File: src/hw/rtl/dwrl_pkg.sv
// Shared constants, types and helper functions for the dual window rate limiter.
package dwrl_pkg;

    localparam int FLOW_SLOTS = 4096;
    localparam int TIME_BITS  = 40;
    localparam int SLOT_AW    = $clog2(FLOW_SLOTS);
    localparam int SLOT_W     = 12;
    localparam int NOW_W      = 40;
    localparam int CNT_W      = 16;
    localparam int TOT_W      = 32;
    localparam int CFG_W      = 16;
    localparam int CFG_IDX_W  = 3;

    localparam logic [CFG_W-1:0] RST_BURST_WIN  = 16'd1000;
    localparam logic [CFG_W-1:0] RST_BURST_LIM  = 16'd10;
    localparam logic [CFG_W-1:0] RST_BURST_BLK  = 16'd1000;
    localparam logic [CFG_W-1:0] RST_SUST_WIN   = 16'd10000;
    localparam logic [CFG_W-1:0] RST_SUST_LIM   = 16'd30;
    localparam logic [CFG_W-1:0] RST_SUST_BLK   = 16'd5000;
    localparam logic [CFG_W-1:0] RST_REP_INIT   = 16'd1000;
    localparam logic [CFG_W-1:0] RST_REP_MAX    = 16'd60000;

    typedef logic [TIME_BITS-1:0] t_time;
    typedef logic [SLOT_AW-1:0]   t_slot_idx;

    typedef enum logic [CFG_IDX_W-1:0] {
        CFG_BURST_WIN = 3'd0,
        CFG_BURST_LIM = 3'd1,
        CFG_BURST_BLK = 3'd2,
        CFG_SUST_WIN  = 3'd3,
        CFG_SUST_LIM  = 3'd4,
        CFG_SUST_BLK  = 3'd5,
        CFG_REP_INIT  = 3'd6,
        CFG_REP_MAX   = 3'd7
    } t_cfg_idx;

    typedef enum logic {
        OP_CHECK  = 1'b0,
        OP_RECORD = 1'b1
    } t_op;

    typedef enum logic [1:0] {
        ST_IDLE,
        ST_EVAL,
        ST_UPD
    } t_state;

    typedef struct packed {
        logic [CFG_W-1:0] burst_win;
        logic [CFG_W-1:0] burst_lim;
        logic [CFG_W-1:0] burst_blk;
        logic [CFG_W-1:0] sust_win;
        logic [CFG_W-1:0] sust_lim;
        logic [CFG_W-1:0] sust_blk;
        logic [CFG_W-1:0] rep_init;
        logic [CFG_W-1:0] rep_max;
    } t_cfg;

    typedef struct packed {
        t_time            burst_start;
        logic [CNT_W-1:0] burst_count;
        t_time            sust_start;
        logic [CNT_W-1:0] sust_count;
        t_time            blocked_until;
        logic [CNT_W-1:0] report_delay;
        t_time            next_report;
        logic [TOT_W-1:0] block_total;
        logic [TOT_W-1:0] supp_total;
    } t_flow_rec;

    typedef struct packed {
        logic      re;
        t_slot_idx raddr;
        logic      we;
        t_slot_idx waddr;
    } t_tbl_req;

    typedef struct packed {
        logic             blocked;
        logic             should_report;
        logic [TOT_W-1:0] blocked_events;
        logic [TOT_W-1:0] suppressed_reports;
    } t_result;

    function automatic logic [CNT_W-1:0] sat_inc_cnt(input logic [CNT_W-1:0] v);
        return (v == '1) ? v : v + 1'b1;
    endfunction

    function automatic logic [TOT_W-1:0] sat_inc_tot(input logic [TOT_W-1:0] v);
        return (v == '1) ? v : v + 1'b1;
    endfunction

    // t + d, clamped at the top of the time range
    function automatic t_time time_add(input t_time t, input logic [CNT_W-1:0] d);
        logic [TIME_BITS:0] s;
        s = {1'b0, t} + (TIME_BITS + 1)'(d);
        return s[TIME_BITS] ? '1 : s[TIME_BITS-1:0];
    endfunction

    // unused start, or elapsed time reached the window length
    function automatic logic win_expired(input t_time start, input t_time now,
                                         input logic [CFG_W-1:0] len);
        return (start == '0) || ((now >= start) && ((now - start) >= t_time'(len)));
    endfunction

endpackage

File: src/hw/rtl/dwrl_cfg.sv
// Configuration register bank of the rate limiter.
module dwrl_cfg
    import dwrl_pkg::*;
(
    input  logic                 i_clk,
    input  logic                 i_rst_n,
    input  logic                 i_cfg_we,
    input  logic [CFG_IDX_W-1:0] i_cfg_idx,
    input  logic [CFG_W-1:0]     i_cfg_wdata,
    output t_cfg                 o_cfg
);

    t_cfg r_cfg;

    always_ff @(posedge i_clk) begin
        if (!i_rst_n) begin
            r_cfg.burst_win <= RST_BURST_WIN;
            r_cfg.burst_lim <= RST_BURST_LIM;
            r_cfg.burst_blk <= RST_BURST_BLK;
            r_cfg.sust_win  <= RST_SUST_WIN;
            r_cfg.sust_lim  <= RST_SUST_LIM;
            r_cfg.sust_blk  <= RST_SUST_BLK;
            r_cfg.rep_init  <= RST_REP_INIT;
            r_cfg.rep_max   <= RST_REP_MAX;
        end else if (i_cfg_we) begin
            unique case (t_cfg_idx'(i_cfg_idx))
                CFG_BURST_WIN: r_cfg.burst_win <= i_cfg_wdata;
                CFG_BURST_LIM: r_cfg.burst_lim <= i_cfg_wdata;
                CFG_BURST_BLK: r_cfg.burst_blk <= i_cfg_wdata;
                CFG_SUST_WIN:  r_cfg.sust_win  <= i_cfg_wdata;
                CFG_SUST_LIM:  r_cfg.sust_lim  <= i_cfg_wdata;
                CFG_SUST_BLK:  r_cfg.sust_blk  <= i_cfg_wdata;
                CFG_REP_INIT:  r_cfg.rep_init  <= i_cfg_wdata;
                CFG_REP_MAX:   r_cfg.rep_max   <= i_cfg_wdata;
                default: ;
            endcase
        end
    end

    assign o_cfg = r_cfg;

endmodule

File: config.mk
export PLATFORM = sky130hd
export DESIGN_NAME = dwrl_cfg
export DESIGN_NICKNAME = d
export VERILOG_FILES = /design/src/hw/rtl/dwrl_pkg.sv /design/src/hw/rtl/dwrl_cfg.sv
export SDC_FILE = /design/constraint.sdc
export NUM_CORES = 1
export LEC_CHECK = 0
export BUFFER_PORTS_ARGS = -buffer_cell sky130_fd_sc_hd__buf_4
export CAP_MARGIN = 20
export CORE_UTILIZATION = 51
export DETAILED_ROUTE_END_ITERATION = 8
export GPL_TIMING_DRIVEN = 0
export HOLD_SLACK_MARGIN = 0.03
export PLACE_DENSITY_LB_ADDON = 0.05
export RECOVER_POWER = 50
export SYNTH_ARGS = -nofsm -noshare
export SYNTH_HDL_FRONTEND = slang
export SYNTH_SLANG_ARGS = --single-unit
File: constraint.sdc
create_clock -name i_clk -period 1.58 [get_ports i_clk]
set_clock_uncertainty 0.15 [all_clocks]
set_input_delay 0.079 -clock i_clk [delete_from_list [all_inputs] [get_ports i_clk]]
set_output_delay 0.079 -clock i_clk [all_outputs]
set_load 0.005 [all_outputs]
==> out/qor_table.md <==
| Metric | Reported |
|:---|:---|
| Max FFs per register | 128 |
| Number of port buffers | 144 |
| Top-area cell type share of the netlist area | 52.59% |
| Total track usage | 30.04% |
| Via density | 5.014 |
| Cell Count, Final, Fillers Out | 810 |
| Final min period | 1562 ps |
| Wirelength, routed | 14550 um |
| Number of buffers created by CTS | 17 |
| Final setup violating endpoints | 0 |
| Reg2Reg Capture Point | o_cfg[6]$_SDFFE_PN1P_ |
| Startpoint types | primary input |
| Cell area after layout | 0.007086 mm2 |
| Max-slew violations | 0 |
| Antenna violations before repair | 0 |
| Syn Inst Count | 462 |
| Placed wire-length estimate | 9599 um |
| Cell depth of the worst min-delay path | 3 |
| Post-synth cell types | 16 |
| Headroom to the max-slew limit | 54.09% |
| Number of global-route vias before repair | 4114 |
| Number of warnings reported in the yosys synthesis log | 0 |
| Average routed wire per standard cell | 17.96 um |
| Start-to-end type of the worst setup path | in2reg |
| Min-Delay Path Class | in2reg |
| Sw Pwr | 0.001829 W |
| Cell taking the most area after synthesis | sky130_fd_sc_hd__dfxtp_1 |
| DRC violations left | 0 |
| Clock tree root driver cell | sky130_fd_sc_hd__clkbuf_8 |
| Origin of the critical flop-to-flop path | o_cfg[6]$_SDFFE_PN1P_ |
| Gpl congestion | 0.7942 |
| Sequential share of power | 43.5% |
| Std-Cell Core Area | 0.009240 mm2 |
| Share of synthesized area occupied by flip-flops and latches | 52.59% |
| Type of element capturing the critical path | flip-flop |
| Chip height | 99.74 um |
| Die area | 0.009948 mm2 |
| Num rows | 35 |
| Syn nets | 484 |
| Total iterations of the first detailed-routing run | 4 |
| Source-to-sink clock delay at the later pin of the worst-skew pair | 510 ps |
| Dominant cells by area after synthesis | sky130_fd_sc_hd__dfxtp_1, sky130_fd_sc_hd__mux2i_1, sky130_fd_sc_hd__nand2_1 |
| Pint | 0.005848 W |
| Number of instances in the placed design | 735 |
| PwrDens | 1084 mW/mm2 |
| Clock Path Buffers | 2 |
| Startpoint of the most critical hold path | i_cfg_idx[1] |
| Top Ports | 150 |
| Switching Share | 23.83% |
| Post-DRT Antenna Nets | 0 |
| Largest vdd supply drop | 0.6883 mV |
| Mean post-synth cell area | 10.55 um2 |
| Antenna diode count | 0 |
| Leakage | 3.381 nW |
| Biggest fanout along the worst timing path | 4 |
| Length in cells of the worst reg-to-reg path | 3 |
| Data required time at the worst endpoint | 1820 ps |
| Number of failing hold endpoints at the final stage | 0 |
| Crit share post-route | 98.83% |
| Total congestion overflow | 0 |
| Placed standard-cell area | 0.006115 mm2 |
| End point of the most critical hold path | o_cfg[15]$_SDFFE_PN1P_ |
| Proportion of power drawn by the clock network | 49.0% |
| Netlist Area Pre-Place | 0.004872 mm2 |
| Number of nets in the finished design | 690 |
| Portion of total power attributed to combinational logic | 7.5% |
| Power, Total | 0.007677 W |
| First-pass GRT wire length | 22220 um |
| Routed via count | 4061 |
| Max cap viols | 0 |
| Clock sink count | 128 |
| Measured slew at the worst slew-check pin | 688.7 ps |
| Largest net degree at the start of global routing | 17 |
| Fraction of layout cells with a size suffix above 1 | 27.02% |
| Setup repair after global routing missed its margin | no |
| Run status | finished clean |
| CP arrival | 1800 ps |
| Starting DRT DRC Count | 103 |
| Starting density of the core | 52.73% |
| Register clock-pin slew on the reported worst setup and hold paths | 60 ps |
| Setup slack of the most critical reg-to-reg path | 230 ps |
| CTS tree | built |
| Synthesis-to-layout area growth | 45.43% |
| Die boundary width | 99.74 um |
| Post CTS Setup Buffer Count | 0 |
| Max Fclk | 640.4 MHz |
| PostCTS Resize Cnt | 0 |
| Number of flip-flops and latches in the synthesized netlist | 128 |
| Number of H-tree branching levels | 4 |
## Yosys cell counts
cell / n
sky130_fd_sc_hd__buf_4: 2
sky130_fd_sc_hd__or4b_4: 1
sky130_fd_sc_hd__mux2i_1: 128
sky130_fd_sc_hd__and4b_1: 1
sky130_fd_sc_hd__and4_1: 1
sky130_fd_sc_hd__buf_6: 2
sky130_fd_sc_hd__dfxtp_1: 128
sky130_fd_sc_hd__nor2b_1: 56
sky130_fd_sc_hd__nor4bb_1: 2
sky130_fd_sc_hd__clkbuf_1: 18
sky130_fd_sc_hd__nand2_1: 103
sky130_fd_sc_hd__nand4b_1: 3
sky130_fd_sc_hd__buf_2: 14
sky130_fd_sc_hd__nand4bb_1: 1
sky130_fd_sc_hd__nand4_1: 1
sky130_fd_sc_hd__buf_12: 1
## kinds of logic (layout without fill, tap and decap cells)
logic type	Yosys count	after routing	share of synthesized area, %
and+or+nand+nor	169	169	17.10
muxes	128	128	26.30
DFF	128	128	52.59
buffers and inverters	37	256	4.006
## placed cells by master (no fill, tap or decap), drive strengths merged
master,n
clkinv,5
clkinvlp,3
buf,104
and4,1
nor4bb,2
nand4,1
nor2b,56
mux2i,128
clkbuf,94
bufinv,2
or4b,1
and4b,1
nand4b,3
nand2,103
inv,4
dlygate4sd3,44
dfxtp,128
nand4bb,1
## power by group through the flow
stage          sequential (W)  clock, W  combinational [W]
2_1_floorplan         0.00341         0           0.000252
3_3_place_gp          0.00341         0           0.000491
3_5_place_dp          0.00341         0           0.000502
4_1_cts               0.00334   0.00380           0.000574
5_1_grt               0.00335   0.00393           0.000613
6_report              0.00334   0.00376           0.000573
## what timing repair did
| item | CTS | global route |
|---|---|---|
| hold buffers | 40 | 6 |
| hold endpoints to repair | 125 | 9 |
| setup endpoints to repair | 0 | 8 |
## final cells by class
type	instances	area, um2
buffer	36	187.7
clock buffer	18	417.9
clock inverter	14	157.7
fill	642	2155
multi-input combinational	297	2115
sequential	128	2562
tap	129	161.4
timing repair buffer	188	1484
## how the worst max path moves through the flow
stage	from	end	slack [ps]	depth (start not counted)
global placement	i_cfg_we	o_cfg[94]$_SDFFE_PN0P_	70	5
global route	i_rst_n	o_cfg[11]$_SDFFE_PN1P_	1	5
finish	i_cfg_wdata[6]	o_cfg[6]$_SDFFE_PN1P_	20	5
CTS	i_cfg_idx[2]	o_cfg[64]$_SDFFE_PN0P_	40	5
floorplan	i_cfg_idx[1]	o_cfg[121]$_SDFFE_PN1P_	180	5
detailed placement	i_cfg_we	o_cfg[85]$_SDFFE_PN1P_	-30	5
## metal layers
metal	wire length, um	up-vias	global-route usage (%)
li1	-	1948	-
met1	6073	1957	35.90
met2	7323	133	52.41
met3	901	23	7.590
met4	252	0	10.18
met5	0	-	0
## metrics by stage
step / util [%] / setup slack [ps] / TNS (ps) / hold slack [ps]
after floorplan: - / 176.9 / 0 / 89.43
after global placement: 66.17 / 66.99 / 0 / 188.7
after detailed placement: 66.17 / -31.25 / -222.5 / 206.1
after CTS: 76.74 / 38.69 / 0 / 31.34
after global routing: 76.68 / 1.249 / 0 / 18.32
final: 76.68 / 18.47 / 0 / 4.147
## worst max-delay path, cell delays in order
cell and delay, ps:
sky130_fd_sc_hd__dlygate4sd3_1 560, sky130_fd_sc_hd__buf_4 150, sky130_fd_sc_hd__nor2b_1 320, sky130_fd_sc_hd__mux2i_1 120, sky130_fd_sc_hd__dlygate4sd3_1 570
Power figures use the tool's default switching activity.
