File: config.mk
export PLATFORM = sky130hd
export DESIGN_NAME = dwrl_core
export DESIGN_NICKNAME = d
export VERILOG_FILES = /design/src/hw/rtl/dwrl_pkg.sv /design/src/hw/rtl/dwrl_core.sv
export SDC_FILE = /design/constraint.sdc
export NUM_CORES = 2
export LEC_CHECK = 0
export ABC_AREA = 1
export BUFFER_PORTS_ARGS = -buffer_cell sky130_fd_sc_hd__buf_2
export CORE_AREA = 5 5 321 323
export CTS_BUF_LIST = sky130_fd_sc_hd__clkbuf_4 sky130_fd_sc_hd__clkbuf_8
export DETAILED_ROUTE_END_ITERATION = 8
export DIE_AREA = 0 0 326 328
export GPL_TIMING_DRIVEN = 0
export SLEW_MARGIN = 20
export SYNTH_ARGS = -nofsm -noshare
export SYNTH_HDL_FRONTEND = slang
export SYNTH_SLANG_ARGS = --single-unit
File: constraint.sdc
create_clock -name i_clk -period 42.6 [get_ports i_clk]
set_clock_uncertainty 0.15 [all_clocks]
set_input_delay 2.13 -clock i_clk [delete_from_list [all_inputs] [get_ports i_clk]]
set_output_delay 2.13 -clock i_clk [all_outputs]
set_load 0.005 [all_outputs]
File: src/hw/rtl/dwrl_pkg.sv
// Shared constants, types and helper functions for the dual window rate limiter.
package dwrl_pkg;

    localparam int FLOW_SLOTS = 4096;
    localparam int TIME_BITS  = 40;
    localparam int SLOT_AW    = $clog2(FLOW_SLOTS);
    localparam int SLOT_W     = 12;
    localparam int NOW_W      = 40;
    localparam int CNT_W      = 16;
    localparam int TOT_W      = 32;
    localparam int CFG_W      = 16;
    localparam int CFG_IDX_W  = 3;

    localparam logic [CFG_W-1:0] RST_BURST_WIN  = 16'd1000;
    localparam logic [CFG_W-1:0] RST_BURST_LIM  = 16'd10;
    localparam logic [CFG_W-1:0] RST_BURST_BLK  = 16'd1000;
    localparam logic [CFG_W-1:0] RST_SUST_WIN   = 16'd10000;
    localparam logic [CFG_W-1:0] RST_SUST_LIM   = 16'd30;
    localparam logic [CFG_W-1:0] RST_SUST_BLK   = 16'd5000;
    localparam logic [CFG_W-1:0] RST_REP_INIT   = 16'd1000;
    localparam logic [CFG_W-1:0] RST_REP_MAX    = 16'd60000;

    typedef logic [TIME_BITS-1:0] t_time;
    typedef logic [SLOT_AW-1:0]   t_slot_idx;

    typedef enum logic [CFG_IDX_W-1:0] {
        CFG_BURST_WIN = 3'd0,
        CFG_BURST_LIM = 3'd1,
        CFG_BURST_BLK = 3'd2,
        CFG_SUST_WIN  = 3'd3,
        CFG_SUST_LIM  = 3'd4,
        CFG_SUST_BLK  = 3'd5,
        CFG_REP_INIT  = 3'd6,
        CFG_REP_MAX   = 3'd7
    } t_cfg_idx;

    typedef enum logic {
        OP_CHECK  = 1'b0,
        OP_RECORD = 1'b1
    } t_op;

    typedef enum logic [1:0] {
        ST_IDLE,
        ST_EVAL,
        ST_UPD
    } t_state;

    typedef struct packed {
        logic [CFG_W-1:0] burst_win;
        logic [CFG_W-1:0] burst_lim;
        logic [CFG_W-1:0] burst_blk;
        logic [CFG_W-1:0] sust_win;
        logic [CFG_W-1:0] sust_lim;
        logic [CFG_W-1:0] sust_blk;
        logic [CFG_W-1:0] rep_init;
        logic [CFG_W-1:0] rep_max;
    } t_cfg;

    typedef struct packed {
        t_time            burst_start;
        logic [CNT_W-1:0] burst_count;
        t_time            sust_start;
        logic [CNT_W-1:0] sust_count;
        t_time            blocked_until;
        logic [CNT_W-1:0] report_delay;
        t_time            next_report;
        logic [TOT_W-1:0] block_total;
        logic [TOT_W-1:0] supp_total;
    } t_flow_rec;

    typedef struct packed {
        logic      re;
        t_slot_idx raddr;
        logic      we;
        t_slot_idx waddr;
    } t_tbl_req;

    typedef struct packed {
        logic             blocked;
        logic             should_report;
        logic [TOT_W-1:0] blocked_events;
        logic [TOT_W-1:0] suppressed_reports;
    } t_result;

    function automatic logic [CNT_W-1:0] sat_inc_cnt(input logic [CNT_W-1:0] v);
        return (v == '1) ? v : v + 1'b1;
    endfunction

    function automatic logic [TOT_W-1:0] sat_inc_tot(input logic [TOT_W-1:0] v);
        return (v == '1) ? v : v + 1'b1;
    endfunction

    // t + d, clamped at the top of the time range
    function automatic t_time time_add(input t_time t, input logic [CNT_W-1:0] d);
        logic [TIME_BITS:0] s;
        s = {1'b0, t} + (TIME_BITS + 1)'(d);
        return s[TIME_BITS] ? '1 : s[TIME_BITS-1:0];
    endfunction

    // unused start, or elapsed time reached the window length
    function automatic logic win_expired(input t_time start, input t_time now,
                                         input logic [CFG_W-1:0] len);
        return (start == '0) || ((now >= start) && ((now - start) >= t_time'(len)));
    endfunction

endpackage

File: src/hw/rtl/dwrl_core.sv
// Sequencer and read-modify-write datapath for one flow record.
module dwrl_core
    import dwrl_pkg::*;
(
    input  logic             i_clk,
    input  logic             i_rst_n,
    input  t_cfg             i_cfg,
    input  logic             i_in_valid,
    output logic             o_in_ready,
    input  logic             i_op,
    input  logic [SLOT_W-1:0] i_slot,
    input  logic [NOW_W-1:0] i_now_ms,
    input  logic             i_tbl_busy,
    input  t_flow_rec        i_rdata,
    output t_tbl_req         o_req,
    output t_flow_rec        o_wdata,
    input  logic             i_out_free,
    output logic             o_push,
    output t_result          o_result
);

    t_state r_state, n_state;
    logic   accept;

    // item registers
    logic      r_op;
    t_slot_idx r_idx;
    t_time     r_now;

    // evaluate stage registers
    t_flow_rec r_rec;
    logic      r_b_exp, r_s_exp, r_blk_active, r_rep_hold;
    t_time     r_t_bblk, r_t_sblk, r_t_rep;

    logic [CNT_W-1:0] rdelay;
    t_flow_rec        ev_rec;
    t_flow_rec        upd_rec;
    t_result          upd_res;
    logic [CNT_W-1:0] b_cnt, s_cnt;
    logic             over_b, over_s;
    logic [CNT_W:0]   dbl;
    logic [TOT_W-1:0] bt;

    assign o_in_ready = (r_state == ST_IDLE) && !i_tbl_busy;
    assign accept     = i_in_valid && o_in_ready;

    always_ff @(posedge i_clk) begin
        if (!i_rst_n) begin
            r_state <= ST_IDLE;
        end else begin
            r_state <= n_state;
        end
    end

    always_comb begin
        n_state = r_state;
        o_push  = 1'b0;
        o_req   = '0;
        o_req.raddr = SLOT_AW'(i_slot % FLOW_SLOTS);
        o_req.waddr = r_idx;
        unique case (r_state)
            ST_IDLE: begin
                o_req.re = accept;
                if (accept) begin
                    n_state = ST_EVAL;
                end
            end
            ST_EVAL: begin
                n_state = ST_UPD;
            end
            ST_UPD: begin
                if (i_out_free) begin
                    o_req.we = 1'b1;
                    o_push   = 1'b1;
                    n_state  = ST_IDLE;
                end
            end
            default: n_state = ST_IDLE;
        endcase
    end

    always_ff @(posedge i_clk) begin
        if (accept) begin
            r_op  <= i_op;
            r_idx <= SLOT_AW'(i_slot % FLOW_SLOTS);
            r_now <= TIME_BITS'(i_now_ms);
        end
    end

    // evaluate: compares and time sums on the fresh record
    assign rdelay = (i_rdata.report_delay == '0) ? i_cfg.rep_init : i_rdata.report_delay;

    always_comb begin
        ev_rec              = i_rdata;
        ev_rec.report_delay = rdelay;
    end

    always_ff @(posedge i_clk) begin
        if (r_state == ST_EVAL) begin
            r_rec              <= ev_rec;
            r_b_exp            <= win_expired(i_rdata.burst_start, r_now, i_cfg.burst_win);
            r_s_exp            <= win_expired(i_rdata.sust_start, r_now, i_cfg.sust_win);
            r_blk_active       <= i_rdata.blocked_until > r_now;
            r_rep_hold         <= i_rdata.next_report > r_now;
            r_t_bblk           <= time_add(r_now, i_cfg.burst_blk);
            r_t_sblk           <= time_add(r_now, i_cfg.sust_blk);
            r_t_rep            <= time_add(r_now, rdelay);
        end
    end

    // update: counters, verdicts and the record written back
    always_comb begin
        upd_rec = r_rec;
        upd_res = '0;
        b_cnt   = r_b_exp ? CNT_W'(1) : sat_inc_cnt(r_rec.burst_count);
        s_cnt   = r_s_exp ? CNT_W'(1) : sat_inc_cnt(r_rec.sust_count);
        over_b  = !r_b_exp && (b_cnt > i_cfg.burst_lim);
        over_s  = !r_s_exp && (s_cnt > i_cfg.sust_lim);
        dbl     = {r_rec.report_delay, 1'b0};
        bt      = sat_inc_tot(r_rec.block_total);
        case (t_op'(r_op))
            OP_CHECK: begin
                if (r_blk_active) begin
                    upd_res.blocked = 1'b1;
                end else begin
                    upd_rec.burst_start = r_b_exp ? r_now : r_rec.burst_start;
                    upd_rec.burst_count = b_cnt;
                    upd_rec.sust_start  = r_s_exp ? r_now : r_rec.sust_start;
                    upd_rec.sust_count  = s_cnt;
                    if (over_b || over_s) begin
                        upd_rec.blocked_until = over_s ? r_t_sblk : r_t_bblk;
                        upd_res.blocked       = 1'b1;
                    end
                end
            end
            default: begin
                upd_rec.block_total = bt;
                if (r_rep_hold) begin
                    upd_rec.supp_total = sat_inc_tot(r_rec.supp_total);
                end else begin
                    upd_res.should_report      = 1'b1;
                    upd_res.blocked_events     = bt;
                    upd_res.suppressed_reports = r_rec.supp_total;
                    upd_rec.supp_total         = '0;
                    upd_rec.next_report        = r_t_rep;
                    upd_rec.report_delay = (dbl > {1'b0, i_cfg.rep_max}) ?
                                           i_cfg.rep_max : dbl[CNT_W-1:0];
                end
            end
        endcase
    end

    assign o_wdata  = upd_rec;
    assign o_result = upd_res;

endmodule

==> impl_metrics.csv <==
group,metric,value,unit
outcome,outcome,"finished clean",
global_routing,grt_overflow,0,
sta,fmax,0.108,GHz
sta,hold_viol,0,
setup_path,endpoint,"o_wdata[133]",
route,finalWirelength,166000,um
route,routedWlPerCell,23.2,um
final_layout,layout-drive-gt1-share,0.187,
setup_path,crit_path_start_kind,"flop",
sta,fin_crit,9.25,ns
setup_path,rr_startpoint,"r_now[1]",
clock_tree,clkLatencyLatePin,0.76,ns
yosys,async_reset_ff_frac,0,
clock_tree,cts-root-buf,"clkbuf_8",
clock_tree,postCtsSetupBuffers,0,
setup_path,criticalPathCategory,"reg2out",
placed_design,dpl.hpwl,140000,um
sta,setup_tns,0,ns
route,avgViaCountPerCell,5.17,
clock_tree,clk_path_buf_depth,3,
power,swShare,0.329,
floorplan,die_x,326,um
yosys,yosys.area.top_type_share,0.378,
route,vias,37057,
global_routing,grt_pass1_vias,36687,
route,drtIter0Drc,2831,
yosys,synthCells,4840,
global_routing,grtUsageTotal,0.296,
power,peakVddDrop,22.2,uV
power,power_switching,421,uW
floorplan,die_h,328,um
job,maxCapViolations,0,
setup_path,cp.arrival,6.97,ns
sta,final-setup-viol-count,0,
clock_tree,cts_tree,"done",
floorplan,coreArea,99600,um2
clock_tree,clkTransAtPathRegs,0.06,ns
yosys,synth_nets,5594,
final_layout,num-nets-final,6529,
setup_path,r2r_cells,23,
global_routing,grt_antenna_before_repair,24,
yosys,synthTopCellsByArea,"edfxtp_1 38%, nand2_1 15%, ha_1 10%",
clock_tree,cts_buffers,90,
yosys,yosysUniqueCellTypes,58,
sta,fin_crit_sh,0.217,
floorplan,io_pins,824,
floorplan,die_area,107000,um2
worst_hold_path,min_path_type,"reg2reg",
clock_tree,ctsResizeCount,0,
setup_path,critPathMaxFanout,10,
clock_tree,cts_max_level,3,
sta,rsz0062_at_grt,"false",
power,p_clk_frac,0.368,
yosys,syn_area,35700,um2
sta,tightest_slew,1.07,ns
yosys,synth_edf_count,449,
yosys,synth-seq-area-share,0.379,
setup_path,cp-startpoint,"r_rec[160]",
yosys,ys_seq_elements,451,
final_layout,syn2layout_area_growth,22.8,%
setup_path,worstReg2RegEnd,"r_s_exp",
placed_design,place_congestion,0.971,
power,p_comb_frac,0.225,
power,p_int,860,uW
placed_design,port_buffers,823,
clock_tree,cts_hold_buf,0,
power,power.density,29.2,nW/um2
power,seq_power_share,0.407,
setup_path,required,40.32,ns
yosys,avgSynthCellArea,7.37,um2
yosys,synth.most_common_cell,"nand2_1",
global_routing,grt_max_degree,29,
clock_tree,clock_sinks,451,
power,fin_total_pwr,1280,uW
route,ant_nets,0,
setup_path,end_kind,"output port",
power,leakagePower,0.0217,uW
sta,maxSlewViolCount,0,
route,drcViolationCount,0,
sta,whs,0.430,ns
yosys,ys_top_cells_by_count,"1,457 x nand2_1, 686 x inv_1, 449 x edfxtp_1",
yosys,synth_warnings,0,
yosys,synth-main-ff-cell,"edfxtp_1",
floorplan,rows,116,
route,dr.pass1.iters,8,
setup_path,r2r_setup_slack,37.54,ns
floorplan,start_util,0.358,
global_routing,grt_pass1_wl,236000,um
yosys,yosys.area.top_type,"edfxtp_1",
sta,slew_headroom,0.283,
==> final cells by class <==
class / count / area, um2
clock buffers: 108 / 1370
fillers: 10473 / 55800
inverters: 707 / 2660
plain buffers: 106 / 489
clock inverters: 57 / 467
multi-input cells: 3576 / 19000
repair buffers: 843 / 4580
well taps: 1298 / 1620
diodes: 16 / 40.0
flip-flops and latches: 451 / 13500
==> worst min-delay path by stage <==
| stage | from | to | slack, ns | cells after the start |
|---|---|---|---|---|
| after global placement | r_state[0] | r_state[0] | 0.41 | 2 |
| final | r_state[0] | r_state[0] | 0.43 | 2 |
| after CTS | r_state[0] | r_state[0] | 0.43 | 2 |
| after floorplan | r_state[0] | r_state[0] | 0.41 | 2 |
| after global routing | r_state[0] | r_state[0] | 0.46 | 2 |
| after detailed placement | r_state[0] | r_state[0] | 0.42 | 2 |
==> power by group through the flow <==
| stage | Combinational (uW) | Sequential, uW | Clock [uW] |
|---|---|---|---|
| 5_1_grt | 321 | 522 | 503 |
| 3_5_place_dp | 287 | 530 | 0 |
| 3_3_place_gp | 280 | 543 | 0 |
| 6_report | 288 | 521 | 471 |
| 2_1_floorplan | 167 | 532 | 0 |
| 4_1_cts | 289 | 521 | 484 |
==> per-layer routing <==
metal,routed length [um],GRT usage,vias up
li1,-,-,18012
met1,63400,0.342,17182
met2,83000,0.538,1510
met3,9990,0.0414,349
met4,9470,0.147,4
met5,32,0,-
==> critical path, cell delays in order (launching register included) <==
cell      delay, ns
edfxtp_1       0.49
ha_1           0.24
inv_1          0.07
nor4_1         0.41
nand2_1        0.19
nor2_2         0.20
nand2_2        0.17
nand2_1        0.16
nor2_1         0.08
nand2_1        0.08
o21ai_0        0.07
nand3_1        0.14
inv_1          0.06
ha_1           0.29
a21oi_1        0.17
nor2_1         0.06
a211oi_1       0.24
o21ai_0        0.13
nand3_1        0.08
nand3_1        0.53
nand2_1        0.68
nand2_1        0.21
nand2_1        0.45
clkbuf_1       0.49
nand2_1        0.11
nand2_1        0.17
buf_2          0.18
==> cell usage in the layout (no fill, tap or decap), drive strengths merged, types with 2 or more instances in the layout <==
cell,instances
nand2,1468
buf,874
inv,708
edfxtp,449
nor2,441
a21oi,292
ha,291
nand3,272
o21ai,269
clkbuf,183
nor3,96
nand4,89
xor2,88
clkinv,50
nor4,43
o21bai,36
or2,28
a31oi,24
xnor2,23
o211ai,22
a21o,19
nand3b,17
diode,16
o21a,15
o221ai,6
fa,5
bufinv,5
and3,4
a211oi,4
o31ai,4
a21boi,4
and2,3
o311ai,2
o2111ai,2
nor3b,2
dfxtp,2
a41oi,2
==> stage by stage <==
stage	area [um2]	cells	util	worst slack, ns
floorplan	35700	4840	-	24.23
global placement	41400	6961	0.416	15.80
detailed placement	41900	6981	0.421	34.19
CTS	43800	7146	0.439	33.29
global route	43800	7156	0.440	32.77
finish	43800	7162	0.440	33.35
==> state kept, by name, summed over array words and instances (netlist names) <==
name and flops:
r_rep_hold 1, r_idx 12, r_t_bblk 40, r_rec 256, r_t_rep 40, r_op 1
r_now 40, dbl 16, r_blk_active 1, r_s_exp 1, r_b_exp 1, r_t_sblk 40
r_state 2
==> cells by family (layout without fill, tap and decap cells) <==
kind of cell | Yosys count | count (layout) | share of synthesized area
other cells | 0 | 16 | 0
simple gates | 2464 | 2464 | 0.291
xor+xnor | 111 | 111 | 0.0273
compound gates | 704 | 704 | 0.109
buf+inv | 813 | 1821 | 0.0882
mux | 1 | 1 | 0.000281
flops | 451 | 451 | 0.379
fa+ha+maj | 296 | 296 | 0.105
Note: power is estimated with default switching activity, not from simulation.
